### config.mk
export PLATFORM = sky130hd
export DESIGN_NAME = line_ending_normalizer
export DESIGN_NICKNAME = d
export VERILOG_FILES = /design/src/rtl/lenorm_pkg.sv /design/src/rtl/lenorm_front.sv /design/src/rtl/lenorm_queue.sv /design/src/rtl/lenorm_back.sv /design/src/rtl/line_ending_normalizer.sv
export SDC_FILE = /design/constraint.sdc
export NUM_CORES = 1
export LEC_CHECK = 0
export ABC_AREA = 1
export BUFFER_PORTS_ARGS = -buffer_cell sky130_fd_sc_hd__buf_2
export CAP_MARGIN = 20
export CELL_PAD_IN_SITES_DETAIL_PLACEMENT = 0
export CELL_PAD_IN_SITES_GLOBAL_PLACEMENT = 1
export CORE_AREA = 2 2 152 154
export CTS_CLUSTER_SIZE = 25
export DETAILED_ROUTE_END_ITERATION = 10
export DIE_AREA = 0 0 154 156
export PLACE_DENSITY_LB_ADDON = 0.05
export SLEW_MARGIN = 40
export SYNTH_ARGS = -nofsm -noshare
export SYNTH_HDL_FRONTEND = slang
export SYNTH_SLANG_ARGS = --single-unit
export TNS_END_PERCENT = 20
### constraint.sdc
create_clock -name aclk -period 7.5 [get_ports aclk]
set_clock_uncertainty 0.2 [all_clocks]
set_input_delay 1.5 -clock aclk [delete_from_list [all_inputs] [get_ports aclk]]
set_output_delay 1.5 -clock aclk [all_outputs]
set_load 0.02 [all_outputs]
### src/rtl/lenorm_pkg.sv
// ----------------------------------------------------------------------------
// lenorm_pkg
// Shared types and constants for the line ending normaliser.
// ----------------------------------------------------------------------------
package lenorm_pkg;

    localparam int MAX_EOL_BYTES = 8;
    localparam int LEN_W         = 4;
    // counts terminator bytes up to and including a full sequence
    localparam int IDX_W         = $clog2(MAX_EOL_BYTES + 1);
    localparam int QUEUE_DEPTH   = 4;
    localparam int QPTR_W        = $clog2(QUEUE_DEPTH);
    localparam int QCNT_W        = $clog2(QUEUE_DEPTH + 1);

    localparam logic [7:0] CHAR_CR   = 8'h0D;
    localparam logic [7:0] CHAR_LF   = 8'h0A;
    localparam logic [7:0] CHAR_NUL  = 8'h00;

    localparam logic [LEN_W-1:0] MAX_LEN = LEN_W'(MAX_EOL_BYTES);
    localparam logic [LEN_W-1:0] RESET_LEN = 4'd1;
    localparam logic [63:0] RESET_EOL_BYTES = 64'd10;

    // register indexes (paddr bit 3)
    localparam logic REG_EOL_BYTES  = 1'b0;
    localparam logic REG_EOL_LENGTH = 1'b1;

    typedef enum logic [1:0] {
        PEND_NONE = 2'd0,
        PEND_CR   = 2'd1,
        PEND_LF   = 2'd2
    } pend_t;

    typedef struct packed {
        logic [7:0] in_byte;
        logic       end_of_stream;
    } in_item_t;

    typedef struct packed {
        logic [7:0] out_byte;
        logic       last;
    } out_item_t;

    // one decoded request: terminator bytes to emit, then an optional data byte
    typedef struct packed {
        logic [LEN_W-1:0] nbytes;
        logic             pass;
        logic [7:0]       data;
    } cmd_t;

endpackage

### src/rtl/lenorm_front.sv
// ----------------------------------------------------------------------------
// lenorm_front
// Classifies input requests and tracks the pending CR or LF.
// ----------------------------------------------------------------------------
module lenorm_front (
    input  logic                          aclk,
    input  logic                          aresetn,
    input  logic                          s_valid,
    output logic                          s_ready,
    input  lenorm_pkg::in_item_t          s_data,
    input  logic [lenorm_pkg::LEN_W-1:0]  brk_len,
    input  logic                          q_full,
    output logic                          q_push,
    output lenorm_pkg::cmd_t              q_cmd
);

    lenorm_pkg::pend_t pend_reg, pend_next, code;
    logic              brk;
    logic              pass;
    logic              accept;
    logic [lenorm_pkg::LEN_W-1:0] len_sat;

    assign s_ready = !q_full;
    assign accept  = s_valid && s_ready;
    assign len_sat = (brk_len > lenorm_pkg::MAX_LEN) ? lenorm_pkg::MAX_LEN : brk_len;

    always_comb begin
        brk       = 1'b0;
        pass      = 1'b0;
        pend_next = pend_reg;
        code      = (s_data.in_byte == lenorm_pkg::CHAR_CR) ?
                    lenorm_pkg::PEND_CR : lenorm_pkg::PEND_LF;
        if (s_data.end_of_stream) begin
            brk       = (pend_reg != lenorm_pkg::PEND_NONE);
            pend_next = lenorm_pkg::PEND_NONE;
        end else if (s_data.in_byte == lenorm_pkg::CHAR_NUL) begin
            brk = 1'b1;
        end else if (s_data.in_byte == lenorm_pkg::CHAR_CR ||
                     s_data.in_byte == lenorm_pkg::CHAR_LF) begin
            if (pend_reg == code) begin
                brk = 1'b1;
            end else if (pend_reg != lenorm_pkg::PEND_NONE) begin
                // mixed pair closes one line
                brk       = 1'b1;
                pend_next = lenorm_pkg::PEND_NONE;
            end else begin
                pend_next = code;
            end
        end else begin
            brk       = (pend_reg != lenorm_pkg::PEND_NONE);
            pend_next = lenorm_pkg::PEND_NONE;
            pass      = 1'b1;
        end
    end

    always_comb begin
        q_cmd.nbytes = brk ? len_sat : '0;
        q_cmd.pass   = pass;
        q_cmd.data   = s_data.in_byte;
        // requests that produce nothing never enter the queue
        q_push       = accept && (q_cmd.nbytes != '0 || pass);
    end

    always_ff @(posedge aclk) begin
        if (!aresetn) begin
            pend_reg <= lenorm_pkg::PEND_NONE;
        end else if (accept) begin
            pend_reg <= pend_next;
        end
    end

endmodule

### src/rtl/lenorm_queue.sv
// ----------------------------------------------------------------------------
// lenorm_queue
// Short command queue between the classifier and the output expander.
// ----------------------------------------------------------------------------
module lenorm_queue (
    input  logic             aclk,
    input  logic             aresetn,
    input  logic             push,
    input  lenorm_pkg::cmd_t push_cmd,
    output logic             full,
    input  logic             pop,
    output logic             head_valid,
    output lenorm_pkg::cmd_t head_cmd
);

    lenorm_pkg::cmd_t entry_reg [lenorm_pkg::QUEUE_DEPTH];
    logic [lenorm_pkg::QPTR_W-1:0] wptr_reg, rptr_reg;
    logic [lenorm_pkg::QCNT_W-1:0] count_reg, count_next;
    logic do_push, do_pop;

    assign full       = (count_reg == lenorm_pkg::QCNT_W'(lenorm_pkg::QUEUE_DEPTH));
    assign head_valid = (count_reg != '0);
    assign head_cmd   = entry_reg[rptr_reg];
    assign do_push    = push && !full;
    assign do_pop     = pop && head_valid;

    always_comb begin
        count_next = count_reg;
        if (do_push && !do_pop) begin
            count_next = count_reg + 1'b1;
        end else if (do_pop && !do_push) begin
            count_next = count_reg - 1'b1;
        end
    end

    always_ff @(posedge aclk) begin
        if (!aresetn) begin
            wptr_reg  <= '0;
            rptr_reg  <= '0;
            count_reg <= '0;
        end else begin
            count_reg <= count_next;
            if (do_push) begin
                wptr_reg <= wptr_reg + 1'b1;
            end
            if (do_pop) begin
                rptr_reg <= rptr_reg + 1'b1;
            end
        end
    end

    always_ff @(posedge aclk) begin
        if (do_push) begin
            entry_reg[wptr_reg] <= push_cmd;
        end
    end

endmodule

### src/rtl/lenorm_back.sv
// ----------------------------------------------------------------------------
// lenorm_back
// Expands queued commands into output bytes, one per cycle while a command is queued and the output is not stalled.
// ----------------------------------------------------------------------------
module lenorm_back (
    input  logic                 aclk,
    input  logic                 aresetn,
    input  logic [63:0]          eol_bytes,
    input  logic                 head_valid,
    input  lenorm_pkg::cmd_t     head_cmd,
    output logic                 pop,
    output logic                 m_valid,
    input  logic                 m_ready,
    output lenorm_pkg::out_item_t m_data
);

    logic [lenorm_pkg::IDX_W-1:0] idx_reg;
    logic                         m_valid_reg, m_valid_next;
    lenorm_pkg::out_item_t        m_data_reg, gen;
    logic                         load;
    logic                         emit_brk;
    logic [lenorm_pkg::LEN_W-1:0] idx_ext;

    assign idx_ext  = lenorm_pkg::LEN_W'(idx_reg);
    assign emit_brk = (idx_ext < head_cmd.nbytes);
    assign load     = head_valid && (!m_valid_reg || m_ready);

    always_comb begin
        if (emit_brk) begin
            gen.out_byte = eol_bytes[{idx_reg[lenorm_pkg::IDX_W-2:0], 3'b000} +: 8];
            gen.last     = (idx_ext == head_cmd.nbytes - 1'b1) && !head_cmd.pass;
        end else begin
            gen.out_byte = head_cmd.data;
            gen.last     = 1'b1;
        end
    end

    // the command leaves the queue with its final byte
    assign pop = load && gen.last;

    always_comb begin
        if (load) begin
            m_valid_next = 1'b1;
        end else if (m_ready) begin
            m_valid_next = 1'b0;
        end else begin
            m_valid_next = m_valid_reg;
        end
    end

    always_ff @(posedge aclk) begin
        if (!aresetn) begin
            m_valid_reg <= 1'b0;
            idx_reg     <= '0;
        end else begin
            m_valid_reg <= m_valid_next;
            if (load) begin
                idx_reg <= gen.last ? '0 : idx_reg + 1'b1;
            end
        end
    end

    always_ff @(posedge aclk) begin
        if (load) begin
            m_data_reg <= gen;
        end
    end

    assign m_valid = m_valid_reg;
    assign m_data  = m_data_reg;

endmodule

### src/rtl/line_ending_normalizer.sv
// ----------------------------------------------------------------------------
// line_ending_normalizer
// Rewrites CR, LF, CR LF, LF CR and zero-byte terminators as a set sequence.
// ----------------------------------------------------------------------------
// The input accepts a request whenever the command queue is not full; the
// output side sends one byte per cycle while the output is not stalled. A
// request that causes a line break yields one output byte per terminator byte
// (length saturated at eight) plus one for a passed byte. A four-entry command
// queue sits between the classifier and the expander, so input keeps flowing
// until the queue fills during long terminator runs. Registers: eol_bytes at
// address 0 (64 bits, byte 0 sent first) and the terminator length at address
// 8; write them only while the block is idle.
// ----------------------------------------------------------------------------
module line_ending_normalizer (
    input  logic                  aclk,
    input  logic                  aresetn,
    input  logic                  s_valid,
    output logic                  s_ready,
    input  lenorm_pkg::in_item_t  s_data,
    output logic                  m_valid,
    input  logic                  m_ready,
    output lenorm_pkg::out_item_t m_data,
    input  logic                  psel,
    input  logic                  penable,
    input  logic                  pwrite,
    input  logic [3:0]            paddr,
    input  logic [63:0]           pwdata,
    output logic [63:0]           prdata,
    output logic                  pready
);

    logic [63:0]                  eol_bytes_reg;
    logic [lenorm_pkg::LEN_W-1:0] brk_len_reg;
    logic                         wr_en;
    logic                         q_full, q_push, q_pop, head_valid;
    lenorm_pkg::cmd_t             q_cmd, head_cmd;

    assign pready = 1'b1;
    assign wr_en  = psel && penable && pwrite && pready;

    always_ff @(posedge aclk) begin
        if (!aresetn) begin
            eol_bytes_reg <= lenorm_pkg::RESET_EOL_BYTES;
            brk_len_reg   <= lenorm_pkg::RESET_LEN;
        end else if (wr_en) begin
            if (paddr[3] == lenorm_pkg::REG_EOL_BYTES) begin
                eol_bytes_reg <= pwdata;
            end else begin
                brk_len_reg <= pwdata[lenorm_pkg::LEN_W-1:0];
            end
        end
    end

    always_comb begin
        if (paddr[3] == lenorm_pkg::REG_EOL_LENGTH) begin
            prdata = {{(64 - lenorm_pkg::LEN_W){1'b0}}, brk_len_reg};
        end else begin
            prdata = eol_bytes_reg;
        end
    end

    lenorm_front u_front (
        .aclk       (aclk),
        .aresetn    (aresetn),
        .s_valid    (s_valid),
        .s_ready    (s_ready),
        .s_data     (s_data),
        .brk_len    (brk_len_reg),
        .q_full     (q_full),
        .q_push     (q_push),
        .q_cmd      (q_cmd)
    );

    lenorm_queue u_queue (
        .aclk       (aclk),
        .aresetn    (aresetn),
        .push       (q_push),
        .push_cmd   (q_cmd),
        .full       (q_full),
        .pop        (q_pop),
        .head_valid (head_valid),
        .head_cmd   (head_cmd)
    );

    lenorm_back u_back (
        .aclk       (aclk),
        .aresetn    (aresetn),
        .eol_bytes  (eol_bytes_reg),
        .head_valid (head_valid),
        .head_cmd   (head_cmd),
        .pop        (q_pop),
        .m_valid    (m_valid),
        .m_ready    (m_ready),
        .m_data     (m_data)
    );

endmodule
# Word level (Yosys, flattened, before mapping)
# Memory sizes are Yosys's and may differ from the RTL's. A register that Yosys moved wholly into a read port is not among the register bits.
# Cells that the tools add are included.
dict set report classes {
  add_sub_neg 6
  n_lt_le_gt_ge 2
  eq_ne 7
  shift 1
  muxes 27
  n_bitwise 1
  n_reduce_logical 28
}
# operator count
set op_table {}
lappend op_table {{64-bit 2-to-1 mux} 1}
lappend op_table {{64-bit by 7-bit variable part select with 8-bit output} 1}
lappend op_table {{8-bit by 4-bit equality test with 1-bit output, second input constant} 2}
lappend op_table {{2-bit 2-to-1 mux} 8}
lappend op_table {{1-bit 2-to-1 mux} 12}
lappend op_table {{4-bit 2-to-1 mux} 3}
lappend op_table {{1-bit logical AND} 11}
lappend op_table {{9-bit 2-to-1 mux} 1}
lappend op_table {{8-bit zero test} 1}
lappend op_table {{3-bit 2-to-1 mux} 2}
lappend op_table {{2-bit nonzero test} 3}
lappend op_table {{1-bit zero test} 5}
lappend op_table {{2-bit by 1-bit adder with 2-bit output, second input constant} 2}
lappend op_table {{4-bit by 1-bit adder with 4-bit output, second input constant} 1}
lappend op_table {{4-bit equality test} 1}
lappend op_table {{4-bit > comparator, second input constant} 1}
lappend op_table {{4-bit less-than comparator} 1}
lappend op_table {{2-bit AND reduction} 2}
lappend op_table {{4-bit nonzero test} 1}
lappend op_table {{4-bit by 1-bit subtractor with 4-bit output, second input constant} 1}
lappend op_table {{3-bit by 1-bit adder with 3-bit output, second input constant} 1}
lappend op_table {{3-bit equality test, second input constant} 1}
lappend op_table {{1-bit logical OR} 3}
lappend op_table {{3-bit inequality test, second input constant} 1}
lappend op_table {{6 further kinds} 6}
dict set report totals {
  regBits 91
  ram_bits 52
  inputBits 84
  out_inout_bits 76
  elab_cells 83
  mem_count 1
}
# name depth width read_ports rd_clocked_by_memory_dff write_ports line_no
set mem_list {}
lappend mem_list {u_queue.entry_reg 4 13 1 1 1 lenorm_queue.sv:16} ;# lenorm_pkg::cmd_t entry_reg [lenorm_pkg::QUEUE_DEPTH];

# Depth between registers and ports, before layout
dict set report depth {
  depth_word 16
  mapped_depth 22
}

# Cells and area by module
# From an unflattened synthesis, not the netlist that was laid out.
dict set report hier_totals {
  cells_unflattened 1071
  area_unflattened_um2 7732.4
}
# module n_inst cells_per_inst area_per_inst_um2 seq_area_each_um2
set modules_own_cells {}
lappend modules_own_cells {line_ending_normalizer 1 579 3484.6 1361.3}
lappend modules_own_cells {lenorm_queue 1 195 2469.9 1741.7}
lappend modules_own_cells {lenorm_back 1 222 1387.6 370.4}
lappend modules_own_cells {lenorm_front 1 75 390.4 40.0}

# Worst setup path after synthesis
# Ideal clock, no wire load.
dict set report synth_path {
  path_kind {input to output}
  start {in paddr[3]}
  end {out prdata[3]}
  arrival_time_ps 2379
  required_ps 5800
  slack_ps 3421
  stages 3
  n_path_buf 1
  cell_sequence {clkbuf_1 inv_1 o21ai_0}
}
dict set report synth_via {
  elab_chain_cells 1
}
# item line_no
set synth_lines {}
lappend synth_lines {{start: declaration} line_ending_normalizer.sv:26} ;# input logic [3:0] paddr,
lappend synth_lines {{64-bit 2-to-1 mux} line_ending_normalizer.sv:55} ;# if (paddr[3] == lenorm_pkg::REG_EOL_LENGTH) begin
lappend synth_lines {{end: declaration} line_ending_normalizer.sv:28} ;# output logic [63:0] prdata,
# Every way passes these cells.

# Worst setup path in the final report
# Ends and elaborated chain as after synthesis.

==> flow_metrics.env <==
export IMPL_run_status="finished clean"
export IMPL_netlist_top_cell_by_area="edfxtp_1"
export IMPL_firstDrtPassIters=6
export IMPL_synth_area_um2=6660
export IMPL_p_int_w=0.00164
export IMPL_worst_pin_slew_ns=0.732
export IMPL_seq_area_um2=3510
export IMPL_clock_path_buffers=2
export IMPL_numClockSinks=145
export IMPL_die_h_um=156
export IMPL_ir_drop_mv=0.105
export IMPL_netlist_top_cells_count="124 x nor2_1, 115 x o21ai_0, 100 x a21oi_1"
export IMPL_whs_ns=0.274
export IMPL_cts_resized=0
export IMPL_fp_dieW_um=154
export IMPL_worst_path_most_repeated_cell="buf_2"
export IMPL_clk_pin_slew_ns=0.06
export IMPL_placed_cell_area_um2=7640
export IMPL_post_synth_num_cell_types=35
export IMPL_postCtsSetupBuffers=0
export IMPL_numCtsBuffers=17
export IMPL_r2r_end="u_queue.count_reg[2]"
export IMPL_dp_cells=1215
export IMPL_endpoint="prdata[3]"
export IMPL_setup_violations=0
export IMPL_cp_data_arrival_time_ns=2.85
export IMPL_cp_cell_sequence="buf_2 > buf_4 > inv_1 > o21ai_0 > buf_2"
export IMPL_slowest_stage="buf_4"
export IMPL_p_clk_frac=0.359
export IMPL_synth_ff_type="dfxtp_1"
export IMPL_antenna_left=0
export IMPL_grt_overflow_total=0
export IMPL_hp_class="reg -> reg"
export IMPL_synth_edf_count=61
export IMPL_power_share_switching=0.330
export IMPL_cts_tree="done"
export IMPL_fin_nets=1045
export IMPL_finalCritPeriodShare=0.607
export IMPL_post_drt_wl_per_cell_um=15.9
export IMPL_worstRegToRegCells=17
export IMPL_ys_seq_area_frac=0.528
export IMPL_slew_headroom=0.512
export IMPL_clk_latency_ns=0.41
export IMPL_synthCells=815
export IMPL_finalCriticalPeriod_ns=4.55
export IMPL_ys_top_cells_by_area="edfxtp_1 28%, dfxtp_1 25%, o21ai_0 8.6%, a21oi_1 7.5%, nor2_1 7.0%"
export IMPL_switchingPower_w=0.000809
export IMPL_core_region_area_um2=22400
export IMPL_htreeDepth=4
export IMPL_place_gp_congestion=0.739
export IMPL_num_rows=55
export IMPL_drv_cap=0
export IMPL_ys_ff_latch=145
export IMPL_synth_area_per_cell_um2=8.17
export IMPL_seq_power_share=0.392
export IMPL_stdcell_count=1248
export IMPL_synth_fp_nets=911
export IMPL_die_area_um2=24000
export IMPL_cp_slowest_stage_delay_ns=0.54
export IMPL_grt_pass1_wl_um=30800
export IMPL_synth_async_reset_ratio=0
export IMPL_setup_tns_ns=0
export IMPL_nFillCells=2328
export IMPL_power_leakage_nw=3.53
export IMPL_first_iter_violations=329
export IMPL_track_usage=0.167
export IMPL_grt_pass1_vias=5569
export IMPL_antenna_found_initial=2
export IMPL_crit_path_max_fanout=65
export IMPL_drc_errors=0
export IMPL_yosysTopAreaCellShare=0.275
export IMPL_hold_buffers=0
export IMPL_largest_register_ffs=64
export IMPL_rrSetupSlack_ns=3.36
export IMPL_initial_utilization=0.298
export IMPL_cp_required_ns=5.80
export IMPL_design_area_um2=8270
export IMPL_ios=160
export IMPL_rsz0062_at_grt="false"
export IMPL_num_vias=5803
export IMPL_area_delta_synth_final_pct=24.2
export IMPL_cp_start_kind="input pin"
export IMPL_endpoint_kind="output pin"
export IMPL_grt_max_degree=99
export IMPL_combPwrFrac=0.249
export IMPL_routed_via_density=4.65
export IMPL_yosys_warnings=0
export IMPL_p_per_area_nw_per_um2=297
export IMPL_slew_viol_final=0
export IMPL_drt_wl_total_um=19800
export IMPL_max_freq_ghz=0.220
export IMPL_multi_input_area_um2=2560
export IMPL_cts_root_buf="clkbuf_16"
export IMPL_portBuffers=155
export IMPL_drive_above_1_share=0.225
export IMPL_dp_hpwl_um=14400
export IMPL_synth_most_common_cell="nor2_1"
export IMPL_startpoint="paddr[3]"
export IMPL_hold_viol=0
export IMPL_setup_worst_path_class="in -> out"
## layout make-up
type	instances	share of cell area
flip-flops and latches	145	0.425
multi-input cells	525	0.310
repair buffers	163	0.102
clock buffers	18	0.0531
inverters	97	0.0445
well taps	285	0.0431
clock inverters	14	0.0216
diodes	1	0.000303
## critical path: cells and delay by family
family          cells  cell delay, ns
buf+inv             4            1.07
compound gates      1            0.27
## metrics by stage
step	utilization	power [W]	worst slack (ns)
floorplan	-	0.00140	3.42
global placement	0.342	0.00159	2.92
detailed placement	0.342	0.00160	2.90
CTS	0.369	0.00249	2.90
global route	0.370	0.00260	2.78
finish	0.370	0.00245	2.95
## layer usage
metal / GRT usage / vias to the layer above / share of wire
met1: 0.223 / 2707 / 0.47
li1: - / 2961 / -
met2: 0.272 / 120 / 0.47
met3: 0.0400 / 13 / 0.047
met4: 0.0409 / 2 / 0.0084
met5: 0 / - / 0.00066
## cells by family (layout without fill, tap and decap cells)
logic type	count (synthesis)	count (layout)	share of synthesized area
compound gates	245	245	0.193
xor+xnor	5	5	0.00658
fa+ha+maj	12	12	0.0237
buf+inv	145	292	0.0870
flops	145	145	0.528
other cells	1	2	0.000563
simple gates	262	262	0.162
## cell usage in the layout, fill, tap and decap left out, types with 9 or more instances in the layout
cell and instances:
nand3_1 23, edfxtp_1 61, nand2_1 98, buf_2 154
ha_1 11, dfxtp_1 83, nor2_1 124, clkbuf_16 17
o21ai_0 115, inv_1 92, a21oi_1 100, o22ai_1 9
## worst min path at each step
| stage | endpoint | cells past startpoint | startpoint | slack, ns |
|---|---|---|---|---|
| floorplan | eol_bytes_reg[4] | 2 | eol_bytes_reg[4] | 0.24 |
| global placement | eol_bytes_reg[63] | 2 | eol_bytes_reg[63] | 0.26 |
| detailed placement | eol_bytes_reg[63] | 2 | eol_bytes_reg[63] | 0.26 |
| CTS | eol_bytes_reg[63] | 2 | eol_bytes_reg[63] | 0.27 |
| global route | eol_bytes_reg[5] | 2 | eol_bytes_reg[5] | 0.30 |
| finish | eol_bytes_reg[63] | 2 | eol_bytes_reg[63] | 0.27 |
## power by group through the flow
| stage | Clock (W) | Combinational, W | Sequential, W |
|---|---|---|---|
| CTS | 0.000903 | 0.000621 | 0.000963 |
| global route | 0.000937 | 0.000695 | 0.000971 |
| finish | 0.000881 | 0.000610 | 0.000962 |
| floorplan | 0 | 0.000404 | 0.000993 |
| detailed placement | 0 | 0.000620 | 0.000981 |
| global placement | 0 | 0.000607 | 0.000979 |
Power figures use the tool's default switching activity.
